`config.mk`:
```
export PLATFORM = sky130hd
export DESIGN_NAME = login_name_validator_unit
export DESIGN_NICKNAME = d
export VERILOG_FILES = /design/src/rtl/lnv_pkg.sv /design/src/rtl/lnv_name_tracker.sv /design/src/rtl/login_name_validator_unit.sv
export SDC_FILE = /design/constraint.sdc
export NUM_CORES = 1
export LEC_CHECK = 0
export BUFFER_PORTS_ARGS = -buffer_cell sky130_fd_sc_hd__buf_2
export CORE_MARGIN = 5
export CORE_UTILIZATION = 51
export CTS_CLUSTER_SIZE = 20
export DETAILED_ROUTE_END_ITERATION = 7
export PLACE_DENSITY = 0.8
export RECOVER_POWER = 25
export SYNTH_ARGS = -nofsm -noshare
export SYNTH_HDL_FRONTEND = slang
export SYNTH_SLANG_ARGS = --single-unit
```
`constraint.sdc`:
```
create_clock -name clock -period 3 [get_ports clock]
set_input_delay 0.75 -clock clock [delete_from_list [all_inputs] [get_ports clock]]
set_output_delay 0.75 -clock clock [all_outputs]
set_load 0.01 [all_outputs]
```
`src/rtl/lnv_pkg.sv`:
```
// shared types, constants and character-class functions of the login name validator
// used by lnv_name_tracker and login_name_validator_unit; depends on nothing else
`default_nettype none

package lnv_pkg;

   // length counter saturates here; one extra bit so the count can hold the limit itself
   localparam int COUNT_MAX = 4096;
   localparam int COUNT_W   = $clog2(COUNT_MAX + 1);
   localparam int LIMIT_W   = 12;
   localparam int CSR_IDX_W = 2;

   // register indexes of the configuration port
   localparam logic [CSR_IDX_W-1:0] CSR_ALLOW_BAD    = 2'd0;
   localparam logic [CSR_IDX_W-1:0] CSR_LENGTH_LIMIT = 2'd1;
   localparam logic [CSR_IDX_W-1:0] CSR_LENGTH_CHECK = 2'd2;

   // character codes that the rules name
   localparam logic [7:0] CH_DASH   = 8'h2D;
   localparam logic [7:0] CH_DOLLAR = 8'h24;
   localparam logic [7:0] CH_DOT    = 8'h2E;
   localparam logic [7:0] CH_UNDER  = 8'h5F;
   localparam logic [7:0] CH_DEL    = 8'h7F;
   localparam logic [7:0] CH_SPACE  = 8'h20;

   // verdict codes
   typedef enum logic [1:0] {
      STATUS_OK       = 2'd0,
      STATUS_INVALID  = 2'd1,
      STATUS_BAD_SEQ  = 2'd2,
      STATUS_TOO_LONG = 2'd3
   } status_type;

   // configuration registers as seen by the tracker
   typedef struct packed {
      logic               allow_bad;
      logic [LIMIT_W-1:0] length_limit;
      logic               length_check;
   } cfg_type;

   // one item handed from the input register to the tracker
   typedef struct packed {
      logic       fire;
      logic [7:0] char_code;
      logic       present;
      logic       last;
   } step_type;

   function automatic logic is_digit(input logic [7:0] c);
      return (c >= 8'h30) && (c <= 8'h39);
   endfunction

   // c locale: bytes at 0x80 and above are not alphanumeric
   function automatic logic is_alnum(input logic [7:0] c);
      return is_digit(c) || ((c >= 8'h41) && (c <= 8'h5A)) || ((c >= 8'h61) && (c <= 8'h7A));
   endfunction

   // space " # ' , / : ;
   function automatic logic is_forbidden(input logic [7:0] c);
      return (c == 8'h20) || (c == 8'h22) || (c == 8'h23) || (c == 8'h27) ||
             (c == 8'h2C) || (c == 8'h2F) || (c == 8'h3A) || (c == 8'h3B);
   endfunction

   function automatic logic is_control(input logic [7:0] c);
      return (c < CH_SPACE) || (c == CH_DEL);
   endfunction

endpackage

`default_nettype wire

```
`src/rtl/lnv_name_tracker.sv`:
```
// per-name state (length count and flags) and the verdict for the name in progress
// depends on lnv_pkg
`default_nettype none

module lnv_name_tracker
   import lnv_pkg::*;
(
   input  wire         clock,
   input  wire         reset,
   input  wire         step_type  step,
   input  wire         cfg_type   cfg,
   output status_type  status
);

   logic [COUNT_W-1:0] count_ff, count_in, count_upd;
   logic invalid_ff, invalid_in, invalid_upd;
   logic bad_ff, bad_in, bad_upd;
   logic digits_ff, digits_in, digits_upd;
   logic dots_ff, dots_in, dots_upd;
   logic dollar_ff, dollar_in, dollar_upd;
   logic take;
   logic first;
   logic [7:0] c;

   // flag update for one byte of the name
   always_comb begin
      take       = step.fire && step.present;
      c          = step.char_code;
      first      = (count_ff == '0);
      count_upd  = count_ff;
      invalid_upd = invalid_ff;
      bad_upd    = bad_ff;
      digits_upd = digits_ff;
      dots_upd   = dots_ff;
      dollar_upd = dollar_ff;
      if (take) begin
         if (count_ff < COUNT_W'(COUNT_MAX)) begin
            count_upd = count_ff + COUNT_W'(1);
         end
         invalid_upd = invalid_ff || (first && (c == CH_DASH)) || is_forbidden(c) ||
                       is_control(c);
         digits_upd  = digits_ff && is_digit(c);
         dots_upd    = dots_ff && (c == CH_DOT);
         // a dollar followed by anything was not the final byte
         dollar_upd  = !first && (c == CH_DOLLAR);
         if (first) begin
            bad_upd = bad_ff || dollar_ff ||
                      !(is_alnum(c) || (c == CH_UNDER) || (c == CH_DOT));
         end else begin
            bad_upd = bad_ff || dollar_ff ||
                      ((c != CH_DOLLAR) &&
                       !(is_alnum(c) || (c == CH_UNDER) || (c == CH_DOT) || (c == CH_DASH)));
         end
      end
   end

   // verdict from the state including this byte, in order of priority
   always_comb begin
      if (cfg.length_check && (count_upd > {1'b0, cfg.length_limit})) begin
         status = STATUS_TOO_LONG;
      end else if ((count_upd == '0) || invalid_upd || digits_upd ||
                   (dots_upd && (count_upd <= COUNT_W'(2)))) begin
         status = STATUS_INVALID;
      end else if (!cfg.allow_bad && bad_upd) begin
         status = STATUS_BAD_SEQ;
      end else begin
         status = STATUS_OK;
      end
   end

   // clear the name state after the final item
   always_comb begin
      if (step.fire && step.last) begin
         count_in   = '0;
         invalid_in = 1'b0;
         bad_in     = 1'b0;
         digits_in  = 1'b1;
         dots_in    = 1'b1;
         dollar_in  = 1'b0;
      end else begin
         count_in   = count_upd;
         invalid_in = invalid_upd;
         bad_in     = bad_upd;
         digits_in  = digits_upd;
         dots_in    = dots_upd;
         dollar_in  = dollar_upd;
      end
   end

   always_ff @(posedge clock) begin
      if (reset) begin
         count_ff   <= '0;
         invalid_ff <= 1'b0;
         bad_ff     <= 1'b0;
         digits_ff  <= 1'b1;
         dots_ff    <= 1'b1;
         dollar_ff  <= 1'b0;
      end else begin
         count_ff   <= count_in;
         invalid_ff <= invalid_in;
         bad_ff     <= bad_in;
         digits_ff  <= digits_in;
         dots_ff    <= dots_in;
         dollar_ff  <= dollar_in;
      end
   end

endmodule

`default_nettype wire

```
`src/rtl/login_name_validator_unit.sv`:
```
// top level of the login name validator: stream ports, input and result registers, csr
// depends on lnv_pkg and lnv_name_tracker
`default_nettype none

// Checks a user or group name that arrives at most one byte per transfer on the req channel;
// req_tlast marks the final item of a name and yields one verdict on the rsp channel.
// It takes one item every clock cycle unless a verdict waits with rsp_tready low, with
// any number of names back to back; each item is held in the input register, and as it
// moves on the verdict of a final item is loaded into the result register, which
// drives rsp_tvalid.
// The flag update for each byte is combinational logic between those registers.
// While a verdict waits with rsp_tready low, the input register holds and req_tready
// drops once it is full. Configuration is to be written through the csr port while no
// name is in flight; the block does not enforce this, and the csr port is always ready.

module login_name_validator_unit
   import lnv_pkg::*;
(
   input  wire                 clock,
   input  wire                 reset,
   // input channel
   input  wire                 req_tvalid,
   output logic                req_tready,
   input  wire  [7:0]          req_tdata,   // [7:0] char_code
   input  wire                 req_tuser,   // [0] char_present
   input  wire                 req_tlast,   // last item of the name
   // result channel
   output logic                rsp_tvalid,
   input  wire                 rsp_tready,
   output logic [7:0]          rsp_tdata,   // [0] name_ok, [2:1] status, [7:3] zero
   // configuration write channel
   input  wire                 csr_valid,
   output logic                csr_ready,
   input  wire  [CSR_IDX_W-1:0] csr_index,
   input  wire  [LIMIT_W-1:0]  csr_data
);

   logic       in_valid_ff, in_valid_in;
   logic [7:0] in_char_ff;
   logic       in_present_ff, in_last_ff;
   logic       out_valid_ff, out_valid_in;
   status_type out_status_ff, status;
   cfg_type    cfg_ff, cfg_in;
   step_type   step;
   logic       advance;

   // the input register moves on when the result register is free or being drained
   assign advance    = in_valid_ff && (!out_valid_ff || rsp_tready);
   assign req_tready = !in_valid_ff || advance;
   assign csr_ready  = 1'b1;

   assign step.fire      = advance;
   assign step.char_code = in_char_ff;
   assign step.present   = in_present_ff;
   assign step.last      = in_last_ff;

   lnv_name_tracker u_tracker (
      .clock  (clock),
      .reset  (reset),
      .step   (step),
      .cfg    (cfg_ff),
      .status (status)
   );

   // input register valid
   always_comb begin
      if (req_tvalid && req_tready) begin
         in_valid_in = 1'b1;
      end else if (advance) begin
         in_valid_in = 1'b0;
      end else begin
         in_valid_in = in_valid_ff;
      end
   end

   // result register valid: loaded by the final item of a name
   always_comb begin
      if (advance) begin
         out_valid_in = in_last_ff;
      end else if (rsp_tready) begin
         out_valid_in = 1'b0;
      end else begin
         out_valid_in = out_valid_ff;
      end
   end

   // configuration register writes
   always_comb begin
      cfg_in = cfg_ff;
      if (csr_valid && csr_ready) begin
         case (csr_index)
            CSR_ALLOW_BAD:    cfg_in.allow_bad    = csr_data[0];
            CSR_LENGTH_LIMIT: cfg_in.length_limit = csr_data;
            CSR_LENGTH_CHECK: cfg_in.length_check = csr_data[0];
            default:          cfg_in = cfg_ff;
         endcase
      end
   end

   always_ff @(posedge clock) begin
      if (reset) begin
         in_valid_ff         <= 1'b0;
         out_valid_ff        <= 1'b0;
         cfg_ff.allow_bad    <= 1'b0;
         cfg_ff.length_limit <= LIMIT_W'(255);
         cfg_ff.length_check <= 1'b1;
      end else begin
         in_valid_ff  <= in_valid_in;
         out_valid_ff <= out_valid_in;
         cfg_ff       <= cfg_in;
      end
   end

   // payload registers
   always_ff @(posedge clock) begin
      if (req_tvalid && req_tready) begin
         in_char_ff    <= req_tdata;
         in_present_ff <= req_tuser;
         in_last_ff    <= req_tlast;
      end
      if (advance && in_last_ff) begin
         out_status_ff <= status;
      end
   end

   assign rsp_tvalid = out_valid_ff;
   assign rsp_tdata  = {5'b0, out_status_ff, (out_status_ff == STATUS_OK)};

endmodule

`default_nettype wire

```
Yosys cells after proc, flatten, opt, wreduce, memory -nomap -nowiden --
Index checks and enable logic that the tools add are counted.
Word-level totals: word-level logic and storage cells 112, bits of input ports 29, output and inout port bits 11, bits in registers 46
Operators by class: reduce and logical (&&, ||, !) cells 56, order comparisons 10, add/subtract/negate cells 1, equal/unequal tests 16, mux-type cells 13
Operators with widths (count):
- $eq 8x6->1 const B | 11
- $logic_not 13->1 | 2
- $mux 13 | 2
- $logic_or 1x1->1 | 24
- $eq 8x7->1 const B | 2
- $ge 8x7->1 const B | 2
- $le 8x7->1 const B | 2
- $logic_and 1x1->1 | 15
- $add 13x1->13 const B | 1
- $gt 13x12->1 | 1
- $le 13x2->1 const B | 1
- $lt 13x13->1 const B | 1
- $mux 1 | 9
- $ge 8x6->1 const B | 1
- $le 8x6->1 const B | 1
- $lt 8x6->1 const B | 1
- $ne 8x6->1 const B | 1
- $logic_not 1->1 | 6
- $reduce_and 2->1 | 3
- $logic_not 2->1 | 2
- $mux 2 | 2
- $reduce_bool 2->1 | 2
- $reduce_or 2->1 | 2
- $eq 2x1->1 const B | 1
- $eq 2x2->1 const B | 1

Depth between registers and ports, before layout --
Gate-level depths: netlist of run 1.
word-level depth 15, gate-level depth with buffers 13

Hierarchy --
From an unflattened synthesis of run 1, not the netlist that was laid out.
Unflattened totals: cells, all modules 299, area, all modules 2821.5 um2
Modules (own cells, without submodules):
- lnv_name_tracker | sequential area each 360.3 um2, times used 1, area an instance 1699.1 um2, cells each 204
- login_name_validator_unit | sequential area each 680.7 um2, times used 1, area an instance 1122.3 um2, cells each 95

Worst setup path after synthesis of run 1 --
OpenSTA, ideal clock, no wires.
path type input port to flip-flop, from input rsp_tready, to register out_status_ff[1] (data pin), library setup time 0.267 ns, stages 11, setup slack -0.051 ns, arrival 2.784 ns, path through nor2b_1 > nor4_1 > nand3_1 > xnor2_1 > ha_1 > a21o_1 > a21o_1 > a2111oi_0 > o21ai_0 > o211ai_1 > o31ai_1
On the way: cells in the longest elaborated chain, start to end 9
RTL lines:
- start: declaration | line login_name_validator_unit.sv:29 | input wire rsp_tready,
- $logic_or 1x1->1 (*) | line login_name_validator_unit.sv:48 | assign advance = in_valid_ff && (!out_valid_ff || rsp_tready);
- $logic_and 1x1->1 (*) | line login_name_validator_unit.sv:48
- $logic_and 1x1->1 (*) | line lnv_name_tracker.sv:27 | take = step.fire && step.present;
- $mux 13 (*) | line lnv_name_tracker.sv:36 | if (take) begin
- net u_tracker.count_upd[10] | line lnv_name_tracker.sv:15 | logic [COUNT_W-1:0] count_ff, count_in, count_upd;
- parallel branches: the longest is 5 deep, another holds $le 13x2->1
- end signal: assignment | line login_name_validator_unit.sv:122 | out_status_ff <= status;
- end: declaration | line login_name_validator_unit.sv:42 | status_type out_status_ff, status;
Mark *: on every way through the listed nets, which the timed path passes. A chain may end at the register's enable or synchronous reset.

Worst setup path in the final report of run 1 --
Ends and elaborated chain as after synthesis.

==> metrics.cfg, run 1 <==
[route]
wl_um=5875
vias=2224
drt_iter0_drc=177
ant_nets=0
firstDrtPassIters=4
route.detailed.drc=0
wl_per_cell_um=14.51
avgViaCountPerCell=5.491

[logic_synthesis]
yosys-top-cells-area=dfxtp_1 (27%), edfxtp_1 (14%), ha_1 (6.9%), nand2_1 (4.6%), nor2_1 (4.4%)
synth_flop_cell=dfxtp_1
synthCells=289
synth_top_area_cell=dfxtp_1
yosysTopAreaCellShare_pct=26.85
synth.most_common_cell=dfxtp_1
avgSynthCellArea_um2=8.771
yosysSeqAreaShare_pct=41.07
yosysUniqueCellTypes=54
synth_area_mm2=0.002535
synth_edf_count=12
ys_seq_elements=46
asyncSetResetFlopFracSynth_pct=0
ys_top_cells_by_count=dfxtp_1 (34), nand2_1 (31), nor2_1 (30), inv_1 (20), ha_1 (14)
yosys_warnings=0

[layout]
diodes=0
final_area_mm2=0.003019
area_growth_syn_to_layout_pct=19.10
utilization_pct=63.09
drive_above_1_share_pct=23.08
fin_cells=405
nets=380

[sta]
maxSlewViolCount=0
setup_viol=0
fin_skew_ns=0.005342
setup_slack_ns=0.1092
tns_ns=0
hold_violations=0
fin_crit_sh_pct=96.36
tightest_slew_ns=0.6121
whs_ns=0.4578
relSlewSlack_pct=59.19
fmax_ghz=0.3459
post-route-min-period_ns=2.891

[grt]
grt_usage_pct=18.96
antenna_found_initial=0
grt_util_met1_pct=24.21
globalRouteMet2Util_pct=31.79
met3_usage_pct=3.587
grt_pass1_wl_um=9563
grt_start_max_net_pins=20
globalRoute.totalOverflow=0
grt_pass1_vias=2091
top_usage_layer=met2

[power]
totalPowerFinal_mw=1.183
leakagePower_nw=1.312
irDropWorstVdd_uv=285.2
power-per-cell-area_mw_per_mm2=392.0

[outcome]
outcome=complete, no violations

[worst_hold_path]
hold_depth=2
hp-class=register to register

[cts]
clockRootBuffer=clkbuf_8
clock_latency_ns=0.30
htree_levels=2
cts_tree=done
clkTransAtPathRegs_ns=0.08
ctsLongestPathBuffers=2
cts_buffers=5
cts_num_sinks=46

[worst_setup_path]
cp_max_fo=3
critical_path.max_stage_delay_ns=0.32
r2r_cells=12
timing_worst_setup_path_type=input pin to register
reg2reg_slack_ns=0.12
slowest_stage=ha_1
crit_chain=buf_2 -> nor2b_1 -> nor4_4 -> buf_4 -> buf_4 -> and3_1 -> xor2_2 -> ha_1 -> nand2_1 -> nor3_2 -> a41oi_1 -> o211ai_1 -> o31ai_1
crit_path_frequent_cell=buf_4
crit_cells=13
crit_family=simple AND/OR/NAND/NOR gates
cp_num_buf_inv=3
critPathLaunchType=input pin
critPathCaptureType=register
crit_arrival_ns=2.94
required_ns=3.05

[place]
gp_congestion=0.8804
hpwlAfterDp_um=4465
port_buffers=33
place_ws_ns=-0.2647
dp_cells=396
dpl_cell_area_mm2=0.002861

[floorplanning]
rows=25
die-area_mm2=0.006480
die_y_um=80.50
io_pins=40
core_mm2=0.004786
die_x_um=80.50
start_util_pct=52.97

[job]
maxCapViolCount=0

[repair_timing]
item | CTS | global route
hold buffers | 0 | 0
setup buffers | 0 | 1
resized for setup | 1 | 15
setup endpoints to repair | 1 | 2
pin swaps | 0 | 4
[layout make-up]
type	instances	area, µm²
Clock buffer	6	82.58
Clock inverter	2	12.51
Inverter	20	75.07
Timing Repair Buffer	52	302.8
Tap cell	67	83.83
Sequential cell	46	1047
Fill cell	393	1767
Multi-Input combinational cell	212	1415
[sequential cells by signal, indices dropped and copies added (netlist names)]
signal,flops
cfg_ff,14
in_char_ff,8
in_last_ff,1
in_present_ff,1
in_valid_ff,1
out_status_ff,2
rsp_tvalid,1
u_tracker.bad_ff,1
u_tracker.count_ff,13
u_tracker.digits_ff,1
u_tracker.dollar_ff,1
u_tracker.dots_ff,1
u_tracker.invalid_ff,1
[worst reg2reg max path, cell delays in order (launching register included)]
cell       delay [ns]
dfxtp_4          0.39
ha_1             0.19
nand2_2          0.09
nor4_4           0.31
buf_4            0.17
buf_4            0.09
and3_1           0.20
xor2_2           0.19
ha_1             0.28
a2111oi_2        0.34
o21ai_1          0.14
o211ai_1         0.13
o31ai_1          0.10
[logic make-up (layout without fill, tap and decap cells)]
kind of cell             after synthesis  count (layout)  synth area share [%]
AND/OR/NAND/NOR                      125             125                 25.81
buffers and inverters                 35              80                 6.071
XOR/XNOR                              12              12                 4.146
flip-flops                            46              46                 41.07
other                                  2               6                0.2963
AO/OA/AOI/OAI                         53              53                 14.91
multiplexers                           1               1                0.3949
adder cells (fa/ha/maj)               15              15                 7.305
[final timing paths]
path,startpoint,endpoint
worst min register to register,cfg_ff[12],cfg_ff[12]
worst min-delay path,cfg_ff[12],cfg_ff[12]
worst max-delay path,rsp_tready,out_status_ff[1]
worst max register to register,u_tracker.count_ff[0],out_status_ff[1]
[report_power, final]
| part | leakage, nW | internal (mW) | switching, mW |
|---|---|---|---|
| clock | 0.0472 | 0.185 | 0.211 |
| sequential | 0.396 | 0.658 | 0.0190 |
| combinational | 0.870 | 0.0487 | 0.0621 |
| total | 1.31 | 0.892 | 0.292 |
[routing by layer]
metal | share of wire (%) | vias to the layer above
met5 | 0 | -
met4 | 1.2 | 0
met3 | 4.4 | 6
met2 | 50 | 55
met1 | 44 | 1057
li1 | - | 1106
[layout by cell type (no fill, tap or decap), types with 6 or more instances in the layout]
cell type / netlist / layout
nand3_1: 8 / 7
conb_1: 2 / 6
inv_1: 20 / 20
nand2_1: 31 / 30
clkbuf_8: 0 / 6
xnor2_1: 11 / 10
buf_4: 6 / 18
nor2b_1: 12 / 12
ha_1: 14 / 14
buf_2: 0 / 32
a21oi_1: 11 / 11
edfxtp_1: 12 / 12
dfxtp_1: 34 / 31
nand4_1: 6 / 6
o21ai_0: 9 / 7
nand2b_1: 6 / 6
a211o_1: 9 / 9
nor2_1: 30 / 30
(Power assumes the default switching activity.)
==> run 2: changes to the inputs <==
--- a/config.mk
+++ b/config.mk
@@ -5,9 +5,10 @@
 export SDC_FILE = /design/constraint.sdc
 export NUM_CORES = 1
 export LEC_CHECK = 0
+export ABC_AREA = 1
 export BUFFER_PORTS_ARGS = -buffer_cell sky130_fd_sc_hd__buf_2
 export CORE_MARGIN = 5
-export CORE_UTILIZATION = 51
+export CORE_UTILIZATION = 52
 export CTS_CLUSTER_SIZE = 20
 export DETAILED_ROUTE_END_ITERATION = 7
 export PLACE_DENSITY = 0.8
==> run 2 against run 1 <==
  * Synthesized cell count rose by 36%
  * Critical endpoint is now out_status_ff[0]
  * Clock-buffer cell count rose by 1
  * Critical path depth rose by 2
  * Critical path type is now register to register
  * Largest cell class unchanged
==> metrics.cfg, run 2 <==
[sta]
setup_slack_ns=0.4146
post-route-min-period_ns=2.585
relSlewSlack_pct=61.10
maxSlewViolCount=0
fmax_ghz=0.3868
setup_viol=0
hold_violations=0
whs_ns=0.4606
rsz0062_at_grt=no
tightest_slew_ns=0.5836
fin_crit_sh_pct=86.18
fin_skew_ns=0.01264
tns_ns=0

[logic_synthesis]
synth_flop_cell=dfxtp_1
avgSynthCellArea_um2=7.300
synthCells=392
ys_top_cells_by_count=nand2_1 (92), inv_1 (64), nor2_1 (38), dfxtp_1 (34), nand3_1 (25)
yosysUniqueCellTypes=40
yosys_warnings=0
synth_edf_count=12
synthMuxAreaShare_pct=0
synth_compound_area_share_pct=9.401
ys_seq_elements=46
synth_fa_ha_area_share_pct=6.122
synth.most_common_cell=nand2_1
yosys-top-cells-area=dfxtp_1 (24%), edfxtp_1 (13%), nand2_1 (12%), inv_1 (8.4%), ha_1 (6.1%)
synth_area_mm2=0.002861
asyncSetResetFlopFracSynth_pct=0
synthXorXnorAreaFrac_pct=1.487
synth_top_area_cell=dfxtp_1
yosys.area_share.simple_pct=34.15
synth_top_family_by_area=simple AND/OR/NAND/NOR gates
yosysSeqAreaShare_pct=36.38
yosysTopAreaCellShare_pct=23.79

[place]
place_ws_ns=0.1569
gp_congestion=0.8280
port_buffers=33
dpl_cell_area_mm2=0.003063
hpwlAfterDp_um=4825
dp_cells=492

[worst_setup_path]
required_ns=3.05
crit_arrival_ns=2.63
cp_max_fo=5
critical_path.max_stage_delay_ns=0.40
crit_family=simple AND/OR/NAND/NOR gates
slowest_stage=dfxtp_1
cp_num_buf_inv=2
critPathLaunchType=register
crit_chain=ha_1 -> inv_1 -> nor2_2 -> nand2_1 -> nor2_1 -> nor2_1 -> nor2_2 -> inv_1 -> ha_1 -> a21oi_1 -> o31ai_1 -> a21oi_1 -> nand2_1 -> nand3_1 -> nand3_1
timing_worst_setup_path_type=register to register
critPathCaptureType=register

[cts]
cts_tree=done
clkTransAtPathRegs_ns=0.09
ctsLongestPathBuffers=2
clockRootBuffer=clkbuf_8
cts_buffers=5
cts_num_sinks=46
htree_levels=2
post_cts_resized=0
clock_latency_ns=0.30
ctsHoldBuffers=0
post_cts_buffers=0

[grt]
grt_pass1_wl_um=10670
globalRoute.totalOverflow=0
grt_pass1_vias=2459
grt_start_max_net_pins=17
antenna_found_initial=0
grt_usage_pct=18.00

[power]
leakagePower_nw=1.605
totalPowerFinal_mw=1.220
power-per-cell-area_mw_per_mm2=389.4
irDropWorstVdd_uv=401.2

[route]
firstDrtPassIters=4
avgViaCountPerCell=5.166
ant_nets=0
vias=2583
drt_iter0_drc=264
wl_per_cell_um=12.22
wl_um=6112
route.detailed.drc=0

[floorplanning]
core_mm2=0.005439
die_x_um=84.18
start_util_pct=52.61
die_y_um=84.18
rows=27
die-area_mm2=0.007086
io_pins=40

[layout]
final_area_mm2=0.003134
fin_cells=500
n_fill_cell=519
layout_commonest_cell=nand2_1
largestRegisters=cfg_ff x14, u_tracker.count_ff x13, in_char_ff x8
final_cell_mix=nand2_1 (92), inv_1 (64), nor2_1 (38), dfxtp_1 (34), buf_2 (31)
drive_above_1_share_pct=15.19
nets=470
regMostFlops=cfg_ff
area_growth_syn_to_layout_pct=9.532
utilization_pct=57.63
diodes=0
largest_register_ffs=14

[job]
maxCapViolCount=0

[worst_hold_path]
hp-class=register to register

[outcome]
outcome=complete, no violations

[run 2: cell count changes after synthesis, sizes merged, moves of 12 or more]
cell / change
inv: +46
nand2: +67
nand3: +20
nor3: +12
nor2: +12
nor2b: -12
[run 2: layer usage]
layer	GRT usage [%]	vias up	routed length (µm)
li1	-	1334	-
met1	23.89	1161	2859
met2	30.42	81	2875
met3	2.552	7	290
met4	5.409	0	87
met5	0	-	0
[run 2: path summary, 6_finish.rpt]
path	startpoint	end	slack, ns	cells after the start
setup reg to reg	u_tracker.count_ff[1]	out_status_ff[0]	0.41	15
hold reg to reg	u_tracker.dots_ff	u_tracker.dots_ff	0.46	2
setup / recovery	u_tracker.count_ff[1]	out_status_ff[0]	0.41	15
hold / removal	u_tracker.dots_ff	u_tracker.dots_ff	0.46	2
[run 2: where the power goes]
part / total (mW) / switching [mW] / internal (mW)
clock: 0.367 / 0.201 / 0.166
sequential: 0.682 / 0.0192 / 0.663
combinational: 0.171 / 0.108 / 0.0636
[run 2: layout make-up]
class	instances	area, µm²	share of cell area (%)
Inverter	67	257.7	8.224
Clock inverter	1	6.256	0.1996
Tap cell	72	90.09	2.874
Multi-Input combinational cell	271	1481	47.27
Clock buffer	7	76.32	2.435
Sequential cell	46	1041	33.21
Timing Repair Buffer	36	181.4	5.788
[run 2: worst register-to-register path: cells and delay by family (launching register included)]
kind                     cells  cell delay, ns
buffers and inverters        2            0.16
adder cells (fa/ha/maj)      2            0.57
AND/OR/NAND/NOR              8            0.84
AO/OA/AOI/OAI                3            0.38
flip-flops                   1            0.40
[run 2: logic make-up after synthesis]
kind of cell,count (synthesis)
buffers and inverters,79
and+or+nand+nor,202
DFF,46
other,2
adders and majority gates,14
AOI/OAI and AO/OA,45
xor gates and xnor gates,4
